[src/vdm_pkg.sv]
package vdm_pkg;

  localparam int unsigned MAX_DIMS = 256;
  localparam int unsigned CNT_W    = $clog2(MAX_DIMS + 1);

  localparam int unsigned COORD_W  = 16;
  localparam int unsigned DIFF_W   = COORD_W + 1;
  localparam int unsigned TERM_W   = 2 * DIFF_W;
  localparam int unsigned ACC_W    = 41;
  localparam int unsigned RAD_W    = ACC_W - 1;
  localparam int unsigned ROOT_W   = 21;

  localparam logic signed [ACC_W-1:0] ACC_MAX = {1'b0, {(ACC_W-1){1'b1}}};
  localparam logic signed [ACC_W-1:0] ACC_MIN = {1'b1, {(ACC_W-1){1'b0}}};

  // highest even power of two that fits the radicand
  localparam logic [RAD_W-1:0] ROOT_BIT0 = RAD_W'(1) << (RAD_W - 2);

  typedef enum logic [1:0] {
    MODE_L1   = 2'd0,
    MODE_L2   = 2'd1,
    MODE_LINF = 2'd2,
    MODE_DOT  = 2'd3
  } mode_e;

endpackage

[src/vector_distance_metric.sv]
// Streaming vector distance unit. Coordinate pairs come in one request at a
// time; metric_mode_i picks L1, L2, L-infinity or dot product, and the mode
// in force when a pair is accepted governs that pair. Each pair goes through
// the shared 17x17 multiplier / difference stage into a term register, then
// through the 41-bit saturating add or max compare. The final pair then loads
// the output register, in L2 mode after the bit-serial square root (20 steps
// plus handoff). The result sits in an output register; a new vector can
// stream in while it waits, but the next final pair stalls until that result
// is taken. Sums clamp to the 41-bit signed range, and overflow_o also flags
// more than 256 pairs.
module vector_distance_metric (
  input  logic                               clk_i,
  input  logic                               rst_ni,
  input  logic                               cfg_valid_i,
  output logic                               cfg_ready_o,
  input  logic [1:0]                         metric_mode_i,
  input  logic                               in_valid_i,
  output logic                               in_ready_o,
  input  logic signed [vdm_pkg::COORD_W-1:0] coord_a_i,
  input  logic signed [vdm_pkg::COORD_W-1:0] coord_b_i,
  input  logic                               last_pair_i,
  output logic                               out_valid_o,
  input  logic                               out_ready_i,
  output logic signed [vdm_pkg::ACC_W-1:0]   metric_value_o,
  output logic                               overflow_o
);
  import vdm_pkg::*;

  typedef enum logic [3:0] {
    ST_IDLE = 4'b0001,
    ST_ACC  = 4'b0010,
    ST_ROOT = 4'b0100,
    ST_DONE = 4'b1000
  } state_e;

  state_e state_q, state_d;
  mode_e  mode_q, item_mode_q;
  logic   last_q;
  logic   sat_q;
  logic [CNT_W-1:0] cnt_q;
  logic signed [ACC_W-1:0] acc_q, acc_next, term_wide, sat_sum;
  logic signed [ACC_W:0]   sum;
  logic signed [TERM_W-1:0] term;
  logic add_ovf;
  logic accept, out_free;
  logic root_start, root_done;
  logic [RAD_W-1:0]  root_in;
  logic [ROOT_W-1:0] root;
  logic out_valid_q, out_ovf_q;
  logic signed [ACC_W-1:0] out_value_q, result;

  assign cfg_ready_o = 1'b1;
  assign in_ready_o  = (state_q == ST_IDLE);
  assign accept      = in_valid_i && in_ready_o;
  assign out_free    = !out_valid_q || out_ready_i;

  vdm_term u_term (
    .clk_i     (clk_i),
    .load_i    (accept),
    .mode_i    (mode_q),
    .coord_a_i (coord_a_i),
    .coord_b_i (coord_b_i),
    .term_o    (term)
  );

  assign term_wide = {{(ACC_W-TERM_W){term[TERM_W-1]}}, term};
  assign sum       = {acc_q[ACC_W-1], acc_q} + {term_wide[ACC_W-1], term_wide};
  assign add_ovf   = sum[ACC_W] != sum[ACC_W-1];
  assign sat_sum   = add_ovf ? (sum[ACC_W] ? ACC_MIN : ACC_MAX) : sum[ACC_W-1:0];

  always_comb begin
    unique case (item_mode_q)
      MODE_LINF: acc_next = (term_wide > acc_q) ? term_wide : acc_q;
      default:   acc_next = sat_sum;
    endcase
  end

  // negative radicand only arises from mixed modes; its root is zero
  assign root_start = (state_q == ST_ACC) && last_q && (item_mode_q == MODE_L2);
  assign root_in    = acc_next[ACC_W-1] ? '0 : acc_next[RAD_W-1:0];

  vdm_isqrt u_isqrt (
    .clk_i   (clk_i),
    .rst_ni  (rst_ni),
    .start_i (root_start),
    .value_i (root_in),
    .done_o  (root_done),
    .root_o  (root)
  );

  assign result = (item_mode_q == MODE_L2) ? {{(ACC_W-ROOT_W){1'b0}}, root} : acc_q;

  always_comb begin
    state_d = state_q;
    unique case (state_q)
      ST_IDLE: if (accept) state_d = ST_ACC;
      ST_ACC: begin
        if (!last_q) begin
          state_d = ST_IDLE;
        end else if (item_mode_q == MODE_L2) begin
          state_d = ST_ROOT;
        end else begin
          state_d = ST_DONE;
        end
      end
      ST_ROOT: if (root_done) state_d = ST_DONE;
      ST_DONE: if (out_free) state_d = ST_IDLE;
      default: state_d = ST_IDLE;
    endcase
  end

  always_ff @(posedge clk_i or negedge rst_ni) begin
    if (!rst_ni) begin
      state_q     <= ST_IDLE;
      mode_q      <= MODE_L1;
      item_mode_q <= MODE_L1;
      last_q      <= 1'b0;
      acc_q       <= '0;
      cnt_q       <= '0;
      sat_q       <= 1'b0;
      out_valid_q <= 1'b0;
      out_value_q <= '0;
      out_ovf_q   <= 1'b0;
    end else begin
      state_q <= state_d;
      if (cfg_valid_i && cfg_ready_o) begin
        mode_q <= mode_e'(metric_mode_i);
      end
      if (accept) begin
        item_mode_q <= mode_q;
        last_q      <= last_pair_i;
        if (cnt_q == CNT_W'(MAX_DIMS)) begin
          sat_q <= 1'b1;
        end else begin
          cnt_q <= cnt_q + 1'b1;
        end
      end
      if (state_q == ST_ACC) begin
        acc_q <= acc_next;
        if (add_ovf && item_mode_q != MODE_LINF) begin
          sat_q <= 1'b1;
        end
      end
      if (state_q == ST_DONE && out_free) begin
        out_valid_q <= 1'b1;
        out_value_q <= result;
        out_ovf_q   <= sat_q;
        acc_q       <= '0;
        cnt_q       <= '0;
        sat_q       <= 1'b0;
      end else if (out_ready_i) begin
        out_valid_q <= 1'b0;
      end
    end
  end

  assign out_valid_o    = out_valid_q;
  assign metric_value_o = out_value_q;
  assign overflow_o     = out_ovf_q;

endmodule

[src/vdm_term.sv]
module vdm_term (
  input  logic                              clk_i,
  input  logic                              load_i,
  input  vdm_pkg::mode_e                    mode_i,
  input  logic signed [vdm_pkg::COORD_W-1:0] coord_a_i,
  input  logic signed [vdm_pkg::COORD_W-1:0] coord_b_i,
  output logic signed [vdm_pkg::TERM_W-1:0]  term_o
);
  import vdm_pkg::*;

  logic signed [DIFF_W-1:0] a_ext, b_ext, diff;
  logic        [DIFF_W-1:0] mag;
  logic signed [DIFF_W-1:0] op_x, op_y;
  logic signed [TERM_W-1:0] prod;
  logic signed [TERM_W-1:0] term_d, term_q;

  assign a_ext = {coord_a_i[COORD_W-1], coord_a_i};
  assign b_ext = {coord_b_i[COORD_W-1], coord_b_i};
  assign diff  = a_ext - b_ext;
  assign mag   = diff[DIFF_W-1] ? DIFF_W'(-diff) : DIFF_W'(diff);

  // one multiplier serves both the squared difference and the product
  assign op_x = (mode_i == MODE_DOT) ? a_ext : diff;
  assign op_y = (mode_i == MODE_DOT) ? b_ext : diff;
  assign prod = op_x * op_y;

  always_comb begin
    unique case (mode_i)
      MODE_L2, MODE_DOT: term_d = prod;
      default:           term_d = {{(TERM_W-DIFF_W){1'b0}}, mag};
    endcase
  end

  always_ff @(posedge clk_i) begin
    if (load_i) begin
      term_q <= term_d;
    end
  end

  assign term_o = term_q;

endmodule

[src/vdm_isqrt.sv]
module vdm_isqrt (
  input  logic                          clk_i,
  input  logic                          rst_ni,
  input  logic                          start_i,
  input  logic [vdm_pkg::RAD_W-1:0]     value_i,
  output logic                          done_o,
  output logic [vdm_pkg::ROOT_W-1:0]    root_o
);
  import vdm_pkg::*;

  logic             busy_q, done_q;
  logic [RAD_W-1:0] rem_q, res_q, bit_q;
  logic [RAD_W:0]   trial;
  logic             take;

  assign trial = {1'b0, res_q} + {1'b0, bit_q};
  assign take  = {1'b0, rem_q} >= trial;

  always_ff @(posedge clk_i or negedge rst_ni) begin
    if (!rst_ni) begin
      busy_q <= 1'b0;
      done_q <= 1'b0;
    end else begin
      done_q <= busy_q && bit_q[0];
      if (start_i) begin
        busy_q <= 1'b1;
      end else if (busy_q && bit_q[0]) begin
        busy_q <= 1'b0;
      end
    end
  end

  // one result bit per step, radix-4 restoring form
  always_ff @(posedge clk_i) begin
    if (start_i) begin
      rem_q <= value_i;
      res_q <= '0;
      bit_q <= ROOT_BIT0;
    end else if (busy_q) begin
      if (take) begin
        rem_q <= rem_q - trial[RAD_W-1:0];
        res_q <= (res_q >> 1) + bit_q;
      end else begin
        res_q <= res_q >> 1;
      end
      bit_q <= bit_q >> 2;
    end
  end

  assign done_o = done_q;
  assign root_o = res_q[ROOT_W-1:0];

endmodule

[config.mk]
export PLATFORM = sky130hd
export DESIGN_NAME = vector_distance_metric
export DESIGN_NICKNAME = d
export VERILOG_FILES = /design/src/vdm_pkg.sv /design/src/vector_distance_metric.sv /design/src/vdm_term.sv /design/src/vdm_isqrt.sv
export SDC_FILE = /design/constraint.sdc
export NUM_CORES = 2
export LEC_CHECK = 0
export BUFFER_PORTS_ARGS = -buffer_cell sky130_fd_sc_hd__clkbuf_2
export CORE_ASPECT_RATIO = 1.1
export CORE_MARGIN = 8
export CORE_UTILIZATION = 60
export DETAILED_ROUTE_END_ITERATION = 12
export PLACE_DENSITY_LB_ADDON = 0.3
export SLEW_MARGIN = 20
export SYNTH_ARGS = -nofsm -noshare
export SYNTH_HDL_FRONTEND = slang
export SYNTH_HIERARCHICAL = 1
export SYNTH_SLANG_ARGS = --single-unit
[constraint.sdc]
create_clock -name clk_i -period 12.1 [get_ports clk_i]
set_input_delay 1.815 -clock clk_i [delete_from_list [all_inputs] [get_ports clk_i]]
set_output_delay 1.815 -clock clk_i [all_outputs]
set_load 0.1 [all_outputs]
# Yosys cells after proc, flatten, opt, wreduce, memory -nomap -nowiden
# Index checks and enable logic that the tools add are counted.
[totals] regBits=239 out_inout_bits=45
[classes] addsub=7 mul=1 order_cmp=2 n_eq_ne=15 mux=34 reduce_logical=18
[ops] operator="41-bit two-way mux" count=7
[ops] operator="40-bit two-way mux" count=5
[ops] operator="17-bit two-way mux" count=4
[ops] operator="41-bit by 34-bit adder with 42-bit output" count=1
[ops] operator="40-bit by 39-bit adder with 41-bit output" count=1
[ops] operator="40-bit by 41-bit greater-or-equal comparator with 1-bit output" count=1
[ops] operator="34-bit by 41-bit > comparator with 1-bit output" count=1
[ops] operator="39-bit by 39-bit adder with 40-bit output" count=1
[ops] operator="40-bit subtractor" count=1
[ops] operator="17-bit by 17-bit multiplier with 34-bit output" count=1
[ops] operator="9-bit two-way mux" count=3
[ops] operator="4-bit two-way mux" count=5
[ops] operator="17-bit negation" count=1
[ops] operator="16-bit by 16-bit subtractor with 17-bit output" count=1
[ops] operator="4-bit case mux with 4 select lines" count=1
[ops] operator="2-bit nonzero test" count=6
[ops] operator="9-bit by 1-bit adder with 9-bit output (second input constant)" count=1
[ops] operator="9-bit == test (second input constant)" count=1
[ops] operator="1-bit two-way mux" count=9
[ops] operator="1-bit logical AND" count=6
[ops] operator="2-bit by 1-bit inequality test with 1-bit output (second input constant)" count=3
[ops] operator="2-bit by 1-bit == test with 1-bit output (second input constant)" count=2
[ops] operator="2-bit == test (second input constant)" count=2
[ops] operator="4-bit by 1-bit == test with 1-bit output (second input constant)" count=1
[ops] operator="10 further kinds" count=12

# Logic depth before layout (Yosys ltp)
[depth] ltp_word=6 depth_mapped=33 ltp_nobuf=32

# Modules after synthesis
# The synthesis kept the hierarchy.
[by_module_without_submodules] module="vdm_term" instances=1 cells_per_inst=1597 area_each_um2=13927.1 seq_area_each_um2=1021.0
[by_module_without_submodules] module="vector_distance_metric" instances=1 cells_per_inst=1209 area_each_um2=9530.4 seq_area_each_um2=2578.7
[by_module_without_submodules] module="vdm_isqrt" instances=1 cells_per_inst=1126 area_each_um2=9252.6 seq_area_each_um2=2452.4

# Least setup slack after synthesis
# No wires, ideal clock.
[synth_timing] kind="input to register" start="input port coord_a_i[0] in the netlist's numbering" end="register u_term.term_q[33] (netlist: u_term/term_o[33]), data pin" arrival_ns=9.058 required_ns=11.953 path_slack_ns=2.895 stages=29 n_path_buf=0 path_cell_list="inv_1 ha_1 inv_1 fa_1 a211oi_4 o21ai_1 a211o_1 a41oi_2 nand2_1 nand2_1 nand2_1 fa_1 inv_1 fa_1 inv_1 fa_1 fa_1 fa_1 fa_1 inv_1 ha_1 a21o_1 a21o_1 a21oi_1 a21oi_1 nand2_1 o211ai_1 or3_1 a21oi_1"
[synth_between] elab_chain_len=3 elab_cells_between_ends=4
[synth_rtl] element="start, declared" line_no="vector_distance_metric.sv:19" source="input logic signed [vdm_pkg::COORD_W-1:0] coord_a_i,"
[synth_rtl] element="16-bit by 16-bit subtractor with 17-bit output" line_no="vdm_term.sv:19" source="assign diff = a_ext - b_ext;"
[synth_rtl] element="17-bit two-way mux, on equally long branches" line_no="vdm_term.sv:23, vdm_term.sv:24"
[synth_rtl] element="17-bit by 17-bit multiplier with 34-bit output (*)" line_no="vdm_term.sv:25" source="assign prod = op_x * op_y;"
[synth_rtl] element="end signal, assigned" line_no="vdm_term.sv:36" source="term_q <= term_d;"
[synth_rtl] element="end, declared" line_no="vdm_term.sv:15" source="logic signed [TERM_W-1:0] term_d, term_q;"
# Every way passes the cells marked *; elsewhere a longest branch is shown, timed or not.
# A chain may end at the register's enable or synchronous reset.

# Worst setup path in the final report
# Same ends and word-level chain as after synthesis.

==> out/metrics.yaml <==
status: "complete, no violations"
yosys_warnings: 6
postSynthCellCount: 3932
drc_errors: 0
cp_slowest_cell: "fa_1"
clock_latency_ns: 0.57
synthesis.area_um2: 32700
core_um2: 53800
ys_ff_latch: 239
antenna_found_initial: 0
grt_max_degree: 95
layout_commonest_cell: "inv_1"
place_congestion: 1.01
place_ws_ns: 1.75
synth.top_cell.area_share: 0.183
ys.flop_type: "dfrtp_1"
dpl_cell_area_um2: 33300
synth_edf_count: 74
drt-wirelength-per-cell_um: 20.9
setup-tns-final_ns: 0
clk_pin_slew_ns: 0.06
area_delta_synth_final_pct: 4.75
worstSetupPathType: "input port to flip-flop"
numClockSinks: 239
hold_violations: 0
cp_common_cell: "fa_1"
fin_area_um2: 34300
synth-seq-area-share: 0.185
slew_headroom: 0.179
setup_ws_ns: 2.28
cp_max_fo: 22
detail-route-antenna-nets: 0
synth_top_area_cell: "fa_1"
required_ns: 12.52
cpPeakStageDelay_ns: 0.81
finalSetupViolations: 0
syn_avg_cell_area_um2: 8.32
rows: 89
cts_tree: "built"
num-fill-cells: 4724
worst_slew_pin_slew_ns: 1.23
yosysUniqueCellTypes: 127
hp-class: "flip-flop to flip-flop"
final_nets: 4479
fin_crit_sh: 0.812
via_count: 28700
synthTopCellsByArea: "fa_1 (18%), ha_1 (10%), dfrtp_1 (8.0%)"
final_cell_mix: "inv_1 (474), nand2_1 (467), nor2_1 (381)"
hold_buffers: 0
drv_cap: 0
arrival_ns: 10.24
hpwl_mm: 76.6
portBuffers: 83
track_usage: 0.306
grt_pass1_wl_mm: 153
die_height_um: 261
cts_buffers: 27
routed_via_density: 6.20
fp.dieW_um: 239
fmax_mhz: 102
syn_nets: 4539
cts_resized: 0
skew_ns: 0.0211
dieArea_um2: 62300
maxSlewViolCount: 0
pin_count: 85
grt_overflow: 0
initial_utilization: 0.608
drive_gt1_frac: 0.0814
grt_pass1_vias: 28200
firstDrtPassIters: 5
synthArstFlopShare: 0.439
rsz0062_at_grt: "false"
h-tree-depth: 1
period_needed_ns: 9.82
clk_path_buf_depth: 3
cts-root-buf: "clkbuf_16"
postCtsSetupRepairBufs: 0
start_kind: "input port"
drt_iter0_markers: 2348
wl_mm: 96.7
end_kind: "flip-flop"
antenna_cells: 0
## stage by stage
stage,cells,utilization,hold slack [ns]
5_1_grt,4621,0.637,0.493
3_5_place_dp,4570,0.620,0.466
4_1_cts,4620,0.637,0.479
3_3_place_gp,4570,0.620,0.461
6_report,4621,0.637,0.475
2_1_floorplan,3932,-,0.440
## synthesized netlist by cell type (all sizes together) (9+ instances only)
library cell / n
a41oi: 11
nor3: 46
o21a: 14
and2: 31
edfxtp: 74
or3: 20
o221ai: 9
nand2: 470
o31a: 10
a31oi: 65
a2111oi: 12
nor2b: 36
mux2: 18
or2: 11
nand4: 57
inv: 481
fa: 299
o31ai: 57
a21oi: 248
ha: 268
a211oi: 45
o21bai: 28
clkbuf: 98
a31o: 14
a21o: 62
nand2b: 41
nand3: 61
xnor2: 106
a21boi: 18
mux2i: 42
dfrtp: 104
nor2: 389
and3: 24
nor4: 22
xor2: 74
o21ai: 216
o211ai: 44
buf: 103
a311oi: 14
a221oi: 13
dfxtp: 60
## worst max-delay path, delay by kind of cell
| kind | cells | cell delay (ns) |
|---|---|---|
| AO/OA/AOI/OAI | 10 | 1.98 |
| AND/OR/NAND/NOR | 5 | 1.12 |
| adder cells (fa/ha/maj) | 9 | 4.46 |
| buffers and inverters | 7 | 0.84 |
## state kept, by name, summed over array words and instances, names as in the netlist
| signal | flops |
|---|---|
| cnt_q | 9 |
| item_mode_q | 2 |
| u_isqrt/busy_q | 1 |
| u_term/term_o | 34 |
| u_isqrt/res_q | 40 |
| overflow_o | 1 |
| u_isqrt/rem_q | 40 |
| u_isqrt/done_o | 1 |
| last_q | 1 |
| mode_q | 2 |
| metric_value_o | 41 |
| acc_q | 41 |
| sat_q | 1 |
| out_valid_o | 1 |
| state_q | 4 |
| u_isqrt/bit_q | 20 |
## routing by layer
metal	global-route usage	vias to the layer above	routed length (um)
met1	0.370	13900	38100
met4	0.168	0	5850
li1	-	13300	-
met5	0	-	0
met2	0.531	1178	47000
met3	0.0311	301	5810
## worst paths after layout
kind                                                 from  cells past startpoint                               to  slack (ns)
hold / removal             metric_value_o[31]$_DFFE_PN0P_                      2   metric_value_o[31]$_DFFE_PN0P_        0.47
setup / recovery                             coord_a_i[0]                     31  u_term/term_o[33]$_SDFFCE_PP0P_        2.28
hold reg to reg            metric_value_o[31]$_DFFE_PN0P_                      2   metric_value_o[31]$_DFFE_PN0P_        0.47
max in group asynchronous                          rst_ni                      2   metric_value_o[11]$_DFFE_PN0P_        9.51
min in group asynchronous                          rst_ni                      1   metric_value_o[37]$_DFFE_PN0P_        1.28
setup reg to reg                    mode_q[1]$_DFFE_PN0P_                     24  u_term/term_o[32]$_SDFFCE_PP0P_        4.12
## logic make-up after synthesis
logic type	after synthesis	share of synthesized area
AOI/OAI and AO/OA	952	0.199
xor gates and xnor gates	180	0.0492
adders and majority gates	567	0.286
buffers and inverters	685	0.0858
DFF	239	0.185
muxes	60	0.0199
other	1	0.000115
and+or+nand+nor	1248	0.175
## cell type report
cell class                 instances  area, um2  share of cell area
multi-input combinational       3008      23900               0.698
sequential                       239       6060               0.177
inverter                         484       1820              0.0530
tap                              728        911              0.0266
clock buffer                      36        792              0.0231
timing repair buffer             112        656              0.0191
clock inverter                    14        104             0.00303
Power is not shown: default switching activity piles up to over one toggle a cycle in this logic, so the estimate is an artifact.
